## config.mk

```make
export PLATFORM = sky130hd
export DESIGN_NAME = base64url_stream_decoder
export DESIGN_NICKNAME = d
export VERILOG_FILES = /design/src/b64d_pkg.sv /design/src/base64url_stream_decoder.sv /design/src/b64d_front.sv /design/src/b64d_queue.sv /design/src/b64d_back.sv
export SDC_FILE = /design/constraint.sdc
export NUM_CORES = 1
export LEC_CHECK = 0
export BUFFER_PORTS_ARGS = -buffer_cell sky130_fd_sc_hd__buf_2
export CAP_MARGIN = 30
export CELL_PAD_IN_SITES_DETAIL_PLACEMENT = 1
export CELL_PAD_IN_SITES_GLOBAL_PLACEMENT = 1
export CORE_MARGIN = 1.5
export CORE_UTILIZATION = 49
export DETAILED_ROUTE_END_ITERATION = 6
export HOLD_SLACK_MARGIN = 0.12
export PLACE_DENSITY_LB_ADDON = 0.1
export SETUP_SLACK_MARGIN = 0.02
export SYNTH_ARGS = -nofsm -noshare
export SYNTH_HDL_FRONTEND = slang
export SYNTH_SLANG_ARGS = --single-unit
export TNS_END_PERCENT = 5
```

## constraint.sdc

```tcl
create_clock -name clk -period 7.01 [get_ports clk]
set_clock_uncertainty 0.15 [all_clocks]
set_input_delay 1.402 -clock clk [delete_from_list [all_inputs] [get_ports clk]]
set_output_delay 1.402 -clock clk [all_outputs]
set_load 0.05 [all_outputs]
```

## src/b64d_pkg.sv

```systemverilog
package b64d_pkg;

  // widths
  localparam int COUNT_BITS  = 12;
  localparam int LIMIT_W     = 12;
  localparam int CMP_W       = (COUNT_BITS > LIMIT_W) ? COUNT_BITS : LIMIT_W;
  localparam int QUEUE_DEPTH = 2;
  localparam int QPTR_W      = (QUEUE_DEPTH > 1) ? $clog2(QUEUE_DEPTH) : 1;
  localparam int QCNT_W      = $clog2(QUEUE_DEPTH + 1);

  localparam logic [LIMIT_W-1:0] LIMIT_RESET = LIMIT_W'(384);

  // result kinds
  localparam logic [1:0] KIND_BYTE     = 2'd0;
  localparam logic [1:0] KIND_DONE     = 2'd1;
  localparam logic [1:0] KIND_BAD_CHAR = 2'd2;
  localparam logic [1:0] KIND_OVERFLOW = 2'd3;

  // character classes, skip never enters the queue
  localparam logic [1:0] CLS_SEXTET = 2'd0;
  localparam logic [1:0] CLS_BAD    = 2'd1;
  localparam logic [1:0] CLS_END    = 2'd2;
  localparam logic [1:0] CLS_SKIP   = 2'd3;

  typedef struct packed {
    logic       is_end;
    logic [7:0] char_code;
  } in_item_t;

  typedef struct packed {
    logic [1:0]  kind;
    logic [7:0]  data_byte;
    logic [11:0] byte_count;
  } out_item_t;

  typedef struct packed {
    logic [1:0] cls;
    logic [5:0] sextet;
  } q_entry_t;

  // map one input item to its class and 6-bit value
  function automatic q_entry_t classify(input in_item_t item);
    q_entry_t   e;
    logic [7:0] ch;
    logic [7:0] d;
    ch       = item.char_code;
    d        = 8'd0;
    e.cls    = CLS_BAD;
    e.sextet = 6'd0;
    if (item.is_end) begin
      e.cls = CLS_END;
    end else if (ch >= 8'h41 && ch <= 8'h5A) begin
      d     = ch - 8'h41;
      e.cls = CLS_SEXTET;
    end else if (ch >= 8'h61 && ch <= 8'h7A) begin
      d     = ch - 8'h61 + 8'd26;
      e.cls = CLS_SEXTET;
    end else if (ch >= 8'h30 && ch <= 8'h39) begin
      d     = ch - 8'h30 + 8'd52;
      e.cls = CLS_SEXTET;
    end else if (ch == 8'h2D || ch == 8'h2B) begin
      d     = 8'd62;
      e.cls = CLS_SEXTET;
    end else if (ch == 8'h5F || ch == 8'h2F) begin
      d     = 8'd63;
      e.cls = CLS_SEXTET;
    end else if (ch == 8'h3D || ch == 8'h0D || ch == 8'h0A || ch == 8'h20 ||
                 ch == 8'h09) begin
      e.cls = CLS_SKIP;
    end
    e.sextet = d[5:0];
    return e;
  endfunction

endpackage

```

## src/base64url_stream_decoder.sv

```systemverilog
// channel  direction  payload              transfer when
// in       input      in_item_t            in_valid & in_ready
// out      output     out_item_t           out_valid & out_ready
// cfg      input      output_limit 12 bit  cfg_valid & cfg_ready (always ready)
//
// one character per cycle sustained unless the output stalls; a taken character
// goes into the queue, then its result into the output register; with the output
// slot free the back end updates buffer, fill and count for one entry per cycle
// synchronous reset clears queue, decode state and output valid, limit to 384
// a stalled output holds the back end; the two-entry queue then fills and
// in_ready drops, skipped characters never occupy the queue
module base64url_stream_decoder (
  input  logic                clk,
  input  logic                rst,
  input  logic                in_valid,
  output logic                in_ready,
  input  b64d_pkg::in_item_t  in_data,
  output logic                out_valid,
  input  logic                out_ready,
  output b64d_pkg::out_item_t out_data,
  input  logic                cfg_valid,
  output logic                cfg_ready,
  input  logic [11:0]         cfg_data
);

  logic               q_ready;
  logic               q_valid;
  logic               push;
  logic               pop;
  b64d_pkg::q_entry_t push_entry;
  b64d_pkg::q_entry_t q_head;

  // limit register is always writable
  assign cfg_ready = 1'b1;

  // classify and drop skipped characters
  b64d_front u_front (
    .clk        (clk),
    .rst        (rst),
    .in_valid   (in_valid),
    .in_ready   (in_ready),
    .in_data    (in_data),
    .q_ready    (q_ready),
    .push       (push),
    .push_entry (push_entry)
  );

  // decouple front from back
  b64d_queue u_queue (
    .clk        (clk),
    .rst        (rst),
    .push       (push),
    .push_entry (push_entry),
    .q_ready    (q_ready),
    .q_valid    (q_valid),
    .q_head     (q_head),
    .pop        (pop)
  );

  // bit packing, counting and results
  b64d_back u_back (
    .clk       (clk),
    .rst       (rst),
    .cfg_valid (cfg_valid),
    .cfg_data  (cfg_data),
    .q_valid   (q_valid),
    .q_head    (q_head),
    .pop       (pop),
    .out_valid (out_valid),
    .out_ready (out_ready),
    .out_data  (out_data)
  );

endmodule

```

## src/b64d_front.sv

```systemverilog
module b64d_front (
  input  logic               clk,
  input  logic               rst,
  input  logic               in_valid,
  output logic               in_ready,
  input  b64d_pkg::in_item_t in_data,
  input  logic               q_ready,
  output logic               push,
  output b64d_pkg::q_entry_t push_entry
);

  b64d_pkg::q_entry_t cls_entry;

  // classify the offered character
  assign cls_entry = b64d_pkg::classify(in_data);

  // skipped characters are taken and dropped here
  assign in_ready   = q_ready;
  assign push       = in_valid && q_ready && (cls_entry.cls != b64d_pkg::CLS_SKIP);
  assign push_entry = cls_entry;

`ifndef ASSERT_OFF
  a_skip_not_pushed: assert property (@(posedge clk) disable iff (rst)
    (in_valid && !in_data.is_end && in_data.char_code == 8'h3D) |-> !push)
    else $error("padding character pushed into queue");
`endif

endmodule

```

## src/b64d_queue.sv

```systemverilog
module b64d_queue (
  input  logic               clk,
  input  logic               rst,
  input  logic               push,
  input  b64d_pkg::q_entry_t push_entry,
  output logic               q_ready,
  output logic               q_valid,
  output b64d_pkg::q_entry_t q_head,
  input  logic               pop
);

  b64d_pkg::q_entry_t                 entries [b64d_pkg::QUEUE_DEPTH];
  logic [b64d_pkg::QPTR_W-1:0]        wr_ptr;
  logic [b64d_pkg::QPTR_W-1:0]        rd_ptr;
  logic [b64d_pkg::QCNT_W-1:0]        count;

  assign q_ready = (count != b64d_pkg::QCNT_W'(b64d_pkg::QUEUE_DEPTH));
  assign q_valid = (count != '0);
  assign q_head  = entries[rd_ptr];

  // entry storage
  always_ff @(posedge clk) begin
    if (push) begin
      entries[wr_ptr] <= push_entry;
    end
  end

  // pointers and fill count
  always_ff @(posedge clk) begin
    if (rst) begin
      wr_ptr <= '0;
      rd_ptr <= '0;
      count  <= '0;
    end else begin
      if (push) begin
        wr_ptr <= (wr_ptr == b64d_pkg::QPTR_W'(b64d_pkg::QUEUE_DEPTH - 1)) ?
                  '0 : wr_ptr + 1'b1;
      end
      if (pop) begin
        rd_ptr <= (rd_ptr == b64d_pkg::QPTR_W'(b64d_pkg::QUEUE_DEPTH - 1)) ?
                  '0 : rd_ptr + 1'b1;
      end
      if (push && !pop) begin
        count <= count + 1'b1;
      end else if (pop && !push) begin
        count <= count - 1'b1;
      end
    end
  end

`ifndef ASSERT_OFF
  a_no_overfill: assert property (@(posedge clk) disable iff (rst)
    push |-> q_ready)
    else $error("push into full queue");
  a_no_underrun: assert property (@(posedge clk) disable iff (rst)
    pop |-> q_valid)
    else $error("pop from empty queue");
`endif

endmodule

```

## src/b64d_back.sv

```systemverilog
module b64d_back (
  input  logic                clk,
  input  logic                rst,
  input  logic                cfg_valid,
  input  logic [11:0]         cfg_data,
  input  logic                q_valid,
  input  b64d_pkg::q_entry_t  q_head,
  output logic                pop,
  output logic                out_valid,
  input  logic                out_ready,
  output b64d_pkg::out_item_t out_data
);

  logic [b64d_pkg::LIMIT_W-1:0]    output_limit;
  logic [5:0]                      bit_buffer;
  logic [5:0]                      bit_buffer_next;
  logic [2:0]                      bit_fill;
  logic [2:0]                      bit_fill_next;
  logic [b64d_pkg::COUNT_BITS-1:0] out_count;
  logic [b64d_pkg::COUNT_BITS-1:0] out_count_next;
  logic                            failed;
  logic                            failed_next;
  logic                            res_valid;
  b64d_pkg::out_item_t             res;
  logic [11:0]                     acc;
  logic [b64d_pkg::CMP_W-1:0]      count_ext;
  logic                            at_limit;

  // take the head item whenever the output slot is free
  assign pop       = q_valid && (!out_valid || out_ready);
  assign acc       = {bit_buffer, q_head.sextet};
  assign count_ext = b64d_pkg::CMP_W'(out_count);
  assign at_limit  = count_ext >= b64d_pkg::CMP_W'(output_limit);

  // per item state update and result
  always_comb begin
    bit_buffer_next = bit_buffer;
    bit_fill_next   = bit_fill;
    out_count_next  = out_count;
    failed_next     = failed;
    res_valid       = 1'b0;
    res             = '0;
    unique case (q_head.cls)
      b64d_pkg::CLS_END: begin
        bit_buffer_next = '0;
        bit_fill_next   = '0;
        out_count_next  = '0;
        failed_next     = 1'b0;
        res_valid       = !failed;
        res.kind        = b64d_pkg::KIND_DONE;
        res.byte_count  = count_ext[b64d_pkg::LIMIT_W-1:0];
      end
      b64d_pkg::CLS_BAD: begin
        if (!failed) begin
          failed_next = 1'b1;
          res_valid   = 1'b1;
          res.kind    = b64d_pkg::KIND_BAD_CHAR;
        end
      end
      b64d_pkg::CLS_SEXTET: begin
        if (!failed) begin
          if (bit_fill == 3'd0) begin
            bit_buffer_next = q_head.sextet;
            bit_fill_next   = 3'd6;
          end else if (at_limit) begin
            failed_next = 1'b1;
            res_valid   = 1'b1;
            res.kind    = b64d_pkg::KIND_OVERFLOW;
          end else begin
            out_count_next = out_count + 1'b1;
            bit_fill_next  = bit_fill - 3'd2;
            res_valid      = 1'b1;
            res.kind       = b64d_pkg::KIND_BYTE;
            unique case (bit_fill)
              3'd2: begin
                res.data_byte   = acc[7:0];
                bit_buffer_next = '0;
              end
              3'd4: begin
                res.data_byte   = acc[9:2];
                bit_buffer_next = {4'd0, acc[1:0]};
              end
              default: begin
                res.data_byte   = acc[11:4];
                bit_buffer_next = {2'd0, acc[3:0]};
              end
            endcase
          end
        end
      end
      default: begin
        res_valid = 1'b0;
      end
    endcase
  end

  // decode state and limit register
  always_ff @(posedge clk) begin
    if (rst) begin
      output_limit <= b64d_pkg::LIMIT_RESET;
      bit_buffer   <= '0;
      bit_fill     <= '0;
      out_count    <= '0;
      failed       <= 1'b0;
    end else begin
      if (cfg_valid) begin
        output_limit <= cfg_data;
      end
      if (pop) begin
        bit_buffer <= bit_buffer_next;
        bit_fill   <= bit_fill_next;
        out_count  <= out_count_next;
        failed     <= failed_next;
      end
    end
  end

  // output register
  always_ff @(posedge clk) begin
    if (rst) begin
      out_valid <= 1'b0;
    end else if (pop) begin
      out_valid <= res_valid;
    end else if (out_ready) begin
      out_valid <= 1'b0;
    end
  end

  always_ff @(posedge clk) begin
    if (pop) begin
      out_data <= res;
    end
  end

`ifndef ASSERT_OFF
  a_fill_even: assert property (@(posedge clk) disable iff (rst)
    (bit_fill == 3'd0 || bit_fill == 3'd2 || bit_fill == 3'd4 || bit_fill == 3'd6))
    else $error("bit fill left an odd or oversized count");
  a_byte_counts: assert property (@(posedge clk) disable iff (rst)
    (pop && res_valid && res.kind == b64d_pkg::KIND_BYTE) |=>
    out_count == $past(out_count) + 1'b1)
    else $error("decoded byte without count increment");
  a_error_sets_failed: assert property (@(posedge clk) disable iff (rst)
    (pop && res_valid && (res.kind == b64d_pkg::KIND_BAD_CHAR ||
                          res.kind == b64d_pkg::KIND_OVERFLOW)) |=> failed)
    else $error("error reported without entering failed state");
  a_byte_field_clear: assert property (@(posedge clk) disable iff (rst)
    (out_valid && out_data.kind != b64d_pkg::KIND_BYTE) |-> out_data.data_byte == 8'd0)
    else $error("data byte set on a non-byte result");
`endif

endmodule

```

==> results of run 1 <==
==> cell usage in the layout (no fill, tap or decap), types with 5 or more instances in the layout <==
cell      count
inv_1        30
xnor2_1       6
nor2_1       37
o211ai_1     12
nand3_1       9
nand4_1       6
edfxtp_1     38
or4_1         8
nand2b_1      7
and3_1       14
mux2i_1      15
or3_1         5
clkbuf_8      9
mux2_2        8
dfxtp_1      39
ha_1         27
nand2_1      32
a221oi_1      9
nor3_1       17
buf_2        49
o21ai_0      14
a21oi_1      30
a211oi_1      7
==> power breakdown <==
part / internal, mW / switching, mW / total, mW
sequential: 0.587 / 0.0469 / 0.634
combinational: 0.174 / 0.477 / 0.651
clock: 0.130 / 0.179 / 0.309
==> kinds of logic (layout without fill, tap and decap cells) <==
family	count (synthesis)	after routing	synth area share
DFF	77	77	0.4519
AOI/OAI and AO/OA	94	94	0.1498
adders and majority gates	27	27	0.07943
other	1	1	0.0008818
xor gates and xnor gates	10	10	0.02059
and+or+nand+nor	155	155	0.1895
buffers and inverters	52	98	0.04796
muxes	24	24	0.06002
==> layer usage <==
layer,global-route usage,up-vias,routed length (um),share of wire
met1,0.2868,1723,4627,0.43
met4,0.1042,0,229,0.021
met5,0,-,0,0
met3,0.03555,16,254,0.024
li1,-,1690,-,-
met2,0.4519,60,5689,0.53
==> how the worst max path moves through the flow <==
stage               cells past startpoint  slack [ns]          endpoint        from
finish                                 10        2.98  u_queue.count[1]  in_data[2]
global route                           10        2.79  u_queue.count[1]  in_data[2]
CTS                                    10        2.99  u_queue.count[1]  in_data[2]
detailed placement                     10        2.63  u_queue.count[1]  in_data[2]
global placement                       10        2.79  u_queue.count[1]  in_data[2]
floorplan                              10        3.10  u_queue.count[1]  in_data[2]
==> registers in the layout, indices dropped and copies added (netlist names), named ones only <==
register	flops
u_queue.wr_ptr	1
u_queue.rd_ptr	1
u_back.out_data	22
u_back.bit_fill	2
u_back.failed	1
u_back.out_valid	1
u_queue.count	2
u_back.count_ext	12
u_back.bit_buffer	6
u_queue.entries	16
u_back.output_limit	12
==> final cells by class <==
type                       instances  area, um^2
sequential                        77        1922
multi-input combinational        311        2127
fill                             991        3547
tap                              105       131.4
clock inverter                     7       47.55
clock buffer                       9       123.9
inverter                          30       112.6
timing repair buffer              52       287.8
==> worst max-delay path: stages <==
cell and delay, ns:
buf_2 0.16, inv_1 0.14, ha_1 0.34, nor2b_1 0.24, o221ai_1 0.14, a21oi_1 0.54, a31oi_1 0.27, ha_1 0.37
or3_1 0.38, a21oi_1 0.16
==> impl_metrics.json, run 1 <==
{
  "vias_per_cell": 5.904,
  "syn-instance-count": 440,
  "r2r-start": "u_back.count_ext[0]",
  "cts_hold_buf": 0,
  "ios": 51,
  "cts_resized": 0,
  "worst_setup_path_end_kind": "flip-flop",
  "rows": 33,
  "crit_arrival_ns": 4.15,
  "synth_edf_count": 38,
  "synthTopCellsByArea": "edfxtp_1, dfxtp_1, ha_1",
  "grt.total_usage": 0.2477,
  "grt_max_degree": 29,
  "slew_violations": 0,
  "diodes": 0,
  "drc": 0,
  "final_cells": 591,
  "numCtsBuffers": 9,
  "min_from": "u_back.bit_buffer[5]",
  "synthTopCellsByCount": "dfxtp_1, edfxtp_1, nor2_1",
  "htreeDepth": 3,
  "ys_seq_area_frac": 0.4519,
  "reg2reg_slack_ns": 4.20,
  "grt_pass1_vias": 3455,
  "powerDensity_mw_per_mm2": 335.4,
  "numClockSinks": 77,
  "hold_class": "reg -> reg",
  "slew_headroom": 0.4133,
  "grt_pass1_wl_um": 17240,
  "layout_setup_ws_ns": 2.977,
  "ys_seq_elements": 77,
  "critPathRequiredTime_ns": 7.13,
  "antenna_found_initial": 0,
  "reg2reg_depth": 9,
  "cap_violations": 0,
  "crit_fanout": 10,
  "clk_pin_slew_ns": 0.09,
  "wl_per_cell_um": 18.28,
  "start_util": 0.5124,
  "synthFlopType": "dfxtp_1",
  "crit_type": "in -> reg",
  "coreArea_mm2": 0.008299,
  "final_util": 0.5726,
  "cts_buffer_depth": 2,
  "finalHoldViolations": 0,
  "synth_top_area_frac": 0.2683,
  "cts_setup_buffers": 0,
  "setup_violations": 0,
  "rsz0062_at_grt": "no",
  "synth_most_common_cell": "dfxtp_1",
  "dr_total_vias": 3489,
  "holdPathEnd": "u_back.bit_buffer[5]",
  "yosysWarnings": 0,
  "place.gp.congestion": 0.8687,
  "period_minus_slack_ns": 4.033,
  "io_buffer_count": 49,
  "max_freq_mhz": 247.9,
  "synth_top_cell_by_area": "edfxtp_1",
  "run_status": "finished clean",
  "tightest_slew_ns": 0.8556,
  "period_share": 0.5754,
  "synth_area_mm2": 0.004253,
  "r2r_end": "u_back.count_ext[9]",
  "dp.cells": 574,
  "die_area_mm2": 0.009247,
  "avgSynthCellArea_um2": 9.666,
  "ant_nets": 0,
  "die_h_um": 96.16,
  "first_pass_iters": 4,
  "drive_gt1_frac": 0.1749,
  "gr-total-overflow": 0,
  "total_leakage_power_nw": 1.930,
  "synth_async_sr_flop_share": 0,
  "syn_nets": 493,
  "tns_ns": 0,
  "drtIter0Drc": 89,
  "insertion_delay_ns": 0.36,
  "cts-root-buf": "clkbuf_8",
  "whs_path_depth": 2,
  "wl_um": 10800,
  "pre_cts_slack_ns": 2.629,
  "area_delta_synth_final_pct": 11.74,
  "ys_types": 53,
  "die_x_um": 96.16,
  "placed_area_mm2": 0.004573,
  "nNetsFinal": 534,
  "cp-start-kind": "input pin",
  "dp_hpwl_um": 7929,
  "power_mw": 1.594,
  "tritoncts": "done",
  "ir_drop_uv": 126.8,
  "design_area_mm2": 0.004752,
  "whs_ns": 0.3136
}
No activity file was read; power rests on OpenSTA's default activity.
==> run 2: changes to the inputs <==
- CORE_UTILIZATION: 49 -> 45
- clock period: 7.01 -> 3.8 ns (I/O delays scaled with it)
==> impl_metrics.json, run 2 (synthesis gave the netlist of run 1 again) <==
{
  "run_status": "finished clean",
  "max_freq_mhz": 340.7,
  "numClockSinks": 77,
  "die_area_mm2": 0.01004,
  "cap_violations": 0,
  "coreArea_mm2": 0.009196,
  "cts_buffer_depth": 2,
  "mostFrequentLayoutCells": "buf_2, dfxtp_1, edfxtp_1",
  "placed_area_mm2": 0.004598,
  "cts_hold_buf": 0,
  "critPathMaxStageDelay_ns": 0.37,
  "area_delta_synth_final_pct": 12.80,
  "grt_pass1_vias": 3477,
  "ir_drop_uv": 294.1,
  "crit_type": "in -> reg",
  "drc": 0,
  "numCtsBuffers": 9,
  "critPathLaunch": "in_data[2]",
  "crit_slowest_cell": "a31oi_1",
  "die_h_um": 100.2,
  "first_pass_iters": 4,
  "slew_violations": 0,
  "cts_setup_buffers": 0,
  "routed.top_layer": "met4",
  "start_util": 0.4624,
  "layout_setup_ws_ns": 0.8652,
  "seq_area_mm2": 0.001922,
  "cts-root-buf": "clkbuf_8",
  "tns_ns": 0,
  "place.gp.congestion": 0.8388,
  "drive_gt1_frac": 0.1796,
  "diodes": 0,
  "die_x_um": 100.2,
  "r2r_end": "u_back.count_ext[9]",
  "total_leakage_power_nw": 1.953,
  "powerDensity_mw_per_mm2": 617.1,
  "power_mw": 2.960,
  "reg2reg_slack_ns": 1.09,
  "tightest_slew_ns": 0.7626,
  "design_area_mm2": 0.004797,
  "hold_class": "reg -> reg",
  "dr_total_vias": 3446,
  "wl_met3_um": 238,
  "crit_fanout": 10,
  "drtIter0Drc": 90,
  "fill_cells": 1080,
  "ios": 51,
  "crit_arrival_ns": 3.06,
  "crit_end": "u_queue.count[1]",
  "r2r-start": "u_back.count_ext[0]",
  "final_common_cell": "buf_2",
  "period_share": 0.7723,
  "wl_per_cell_um": 17.06,
  "nNetsFinal": 538,
  "cp-start-kind": "input pin",
  "regMostFlops": "u_back.out_data",
  "worst_setup_path_end_kind": "flip-flop",
  "rows": 35,
  "dp_hpwl_um": 7614,
  "multi_input_area_mm2": 0.002127,
  "ant_nets": 0,
  "slew_headroom": 0.4916,
  "wl_met2_um": 5420,
  "critPathRequiredTime_ns": 3.92,
  "wl_met1_um": 4476,
  "clk_pin_slew_ns": 0.08,
  "crit_chain": "buf_2 > inv_1 > ha_1 > nor2b_1 > o221ai_1 > a21oi_1 > a31oi_1 > ha_1 > or3_1 > a21oi_1",
  "pre_cts_slack_ns": 0.5124,
  "cts_resized": 0,
  "tritoncts": "done",
  "grt.total_usage": 0.2169,
  "reg2reg_depth": 9,
  "grt_max_degree": 29,
  "insertion_delay_ns": 0.35,
  "vias_per_cell": 5.734,
  "largestRegisters": "u_back.out_data x22, u_queue.entries x16",
  "finalHoldViolations": 0,
  "whs_ns": 0.3228,
  "antenna_found_initial": 0,
  "wl_um": 10250,
  "io_buffer_count": 49,
  "htreeDepth": 3,
  "rsz0062_at_grt": "no",
  "gr-total-overflow": 0,
  "largest_reg_flops": 22,
  "setup_violations": 0,
  "period_minus_slack_ns": 2.935,
  "grt_pass1_wl_um": 16930
}
==> run 2: report_power, final <==
| part | internal (mW) | leakage, nW | total [mW] | switching [mW] |
|---|---|---|---|---|
| combinational | 0.306 | 1.16 | 1.19 | 0.885 |
| sequential | 1.08 | 0.690 | 1.15 | 0.0683 |
| clock | 0.318 | 0.101 | 0.618 | 0.299 |
==> run 2: final cells by class <==
type / count / share of cell area
inverter: 30 / 0.02347
timing repair buffer: 56 / 0.06208
tap: 111 / 0.02895
sequential: 77 / 0.4006
clock buffer: 14 / 0.03860
clock inverter: 2 / 0.002869
multi-input combinational: 311 / 0.4434
==> run 2: worst max-delay path, delay by kind of cell <==
kind	cells	cell delay, ns
AO/OA/AOI/OAI	4	0.78
adder cells (fa/ha/maj)	2	0.64
buffers and inverters	2	0.31
AND/OR/NAND/NOR	2	0.56
==> run 2: metal layers <==
| metal | track usage | vias to the layer above |
|---|---|---|
| met4 | 0.05634 | 0 |
| met3 | 0.04735 | 9 |
| met1 | 0.2603 | 1687 |
| li1 | - | 1697 |
| met2 | 0.3925 | 53 |
| met5 | 0 | - |
==> run 2: how the worst min path moves through the flow <==
| stage | slack, ns | cells after the start | to | from |
|---|---|---|---|---|
| 3_3_place_gp | 0.30 | 2 | u_back.bit_buffer[5] | u_back.bit_buffer[5] |
| 3_5_place_dp | 0.31 | 2 | u_back.bit_buffer[4] | u_back.bit_buffer[4] |
| 6_report | 0.32 | 2 | u_back.bit_buffer[4] | u_back.bit_buffer[4] |
| 2_1_floorplan | 0.28 | 2 | u_back.bit_buffer[4] | u_back.bit_buffer[4] |
| 4_1_cts | 0.32 | 2 | u_back.bit_buffer[4] | u_back.bit_buffer[4] |
| 5_1_grt | 0.35 | 2 | u_back.bit_buffer[4] | u_back.bit_buffer[4] |
==> run 2: metrics by stage <==
step,util,std cells
floorplan,-,440
global route,0.5216,601
global placement,0.5000,585
finish,0.5216,601
CTS,0.5216,601
detailed placement,0.5000,585
==> run 3: changes to the inputs <==
- clock period: 3.8 -> 3.06 ns (I/O delays scaled with it)
==> impl_metrics.json, run 3 (synthesis gave the netlist of run 1 again) <==
{
  "largestRegisters": "u_back.out_data x22, u_queue.entries x16",
  "hold_class": "reg -> reg",
  "design_area_mm2": 0.004852,
  "fill_cells": 1079,
  "critPathRequiredTime_ns": 3.19,
  "numClockSinks": 77,
  "critPathMaxStageDelay_ns": 0.51,
  "vias_per_cell": 5.761,
  "crit_family": "compound AO/OA/AOI/OAI gates",
  "grt_max_degree": 28,
  "regMostFlops": "u_back.out_data",
  "largest_reg_flops": 22,
  "die_x_um": 100.2,
  "holdPathEnd": "u_back.bit_buffer[4]",
  "cts_resized": 0,
  "slew_violations": 0,
  "crit_chain": "ha_1 > a211oi_1 > o221ai_1 > a21oi_2 > a21oi_1 > buf_4 > or4_1 > a21oi_1",
  "total_leakage_power_nw": 1.997,
  "use_met1": 0.2649,
  "min_from": "u_back.bit_buffer[4]",
  "pre_cts_slack_ns": 0.01507,
  "cts_hold_buf": 0,
  "place.gp.congestion": 0.8851,
  "dp_hpwl_um": 7843,
  "drive_gt1_frac": 0.2020,
  "die_area_mm2": 0.01004,
  "insertion_delay_ns": 0.36,
  "powerDensity_mw_per_mm2": 754.2,
  "ant_nets": 0,
  "numCtsBuffers": 9,
  "crit_type": "reg -> reg",
  "dr_total_vias": 3520,
  "slew_headroom": 0.4484,
  "layout_setup_ws_ns": 0.3758,
  "multi_input_area_mm2": 0.002131,
  "ir_drop_uv": 350.3,
  "start_util": 0.4624,
  "top_usage_layer": "met2",
  "antenna_found_initial": 0,
  "first_pass_iters": 4,
  "placed_area_mm2": 0.004677,
  "finalHoldViolations": 0,
  "max_freq_mhz": 372.6,
  "rsz0062_at_grt": "no",
  "worst_setup_path_end_kind": "flip-flop",
  "grt_use_met3": 0.03552,
  "setup_violations": 0,
  "wl_um": 10550,
  "r2r_end": "u_back.count_ext[9]",
  "reg2reg_depth": 8,
  "grt_pass1_wl_um": 17700,
  "rows": 35,
  "die_h_um": 100.2,
  "use_met2": 0.4123,
  "cts-root-buf": "clkbuf_8",
  "final_common_cell": "buf_2",
  "dp.cells": 595,
  "reg2reg_slack_ns": 0.38,
  "cp_common_cell": "a21oi_1",
  "whs_path_depth": 2,
  "nNetsFinal": 548,
  "area_delta_synth_final_pct": 14.09,
  "coreArea_mm2": 0.009196,
  "crit_arrival_ns": 2.82,
  "diodes": 0,
  "cp-start-kind": "flip-flop",
  "cap_violations": 0,
  "drtIter0Drc": 127,
  "period_share": 0.8772,
  "io_buffer_count": 49,
  "grt_pass1_vias": 3731,
  "drc": 0,
  "crit_slowest_cell": "or4_1",
  "tns_ns": 0,
  "period_minus_slack_ns": 2.684,
  "power_mw": 3.660,
  "r2r-start": "u_back.count_ext[9]",
  "mostFrequentLayoutCells": "buf_2, dfxtp_1, edfxtp_1",
  "final_cells": 611,
  "gr-total-overflow": 0,
  "htreeDepth": 3,
  "crit_fanout": 22,
  "tightest_slew_ns": 0.8215,
  "tritoncts": "done",
  "wl_per_cell_um": 17.27,
  "crit_buf_inv": 1,
  "cts_buffer_depth": 2,
  "ios": 51,
  "run_status": "finished clean",
  "grt.total_usage": 0.2239,
  "seq_area_mm2": 0.001922,
  "cts_setup_buffers": 0,
  "clk_pin_slew_ns": 0.09
}
[run 3: cell count changes in the layout (fill, tap and decap cells not counted), sizes merged]
cell	delta
clkbuf	-3
inv	+2
clkinv	+1
buf	+10
[run 3: metrics by stage]
step             util  hold WS, ns
3_5_place_dp   0.5086       0.3013
6_report       0.5276       0.3167
5_1_grt        0.5276       0.3218
3_3_place_gp   0.5086       0.2934
2_1_floorplan       -       0.2822
4_1_cts        0.5276       0.3067
[run 3: layout make-up]
type                       instances  share of cell area
timing repair buffer              66             0.07684
clock buffer                      11             0.02914
inverter                          30             0.02321
tap                              111             0.02862
multi-input combinational        311              0.4391
sequential                        77              0.3961
clock inverter                     5            0.006962
[run 3: layer usage]
layer  wire length, um  part of all wire  up-vias
met2              5578              0.53       45
met5                 0                 0        -
li1                  -                 -     1724
met3               296             0.028       12
met4               133             0.013        0
met1              4540              0.43     1739
[run 3: worst max-delay path by stage]
stage          slack, ns                    end           startpoint  cells after the start
6_report            0.38    u_back.count_ext[9]  u_back.count_ext[9]                      8
5_1_grt             0.15  u_queue.entries[0][5]           in_data[3]                      8
3_3_place_gp        0.12       u_queue.count[1]           in_data[3]                     10
3_5_place_dp        0.02       u_queue.count[1]           in_data[2]                     11
4_1_cts             0.37    u_back.count_ext[9]  u_back.count_ext[9]                      8
2_1_floorplan       0.04       u_queue.count[1]           in_data[2]                     10
[run 3: worst min-delay path: cells and delay by family (launching register included)]
kind	cells	cell delay [ns]
AOI/OAI and AO/OA	1	0.05
DFF	1	0.32
and+or+nand+nor	1	0.05
[run 3: where the power goes]
part,internal (mW),switching [mW]
logic,0.401,1.11
registers,1.34,0.0871
clock network,0.320,0.397
total,2.07,1.59
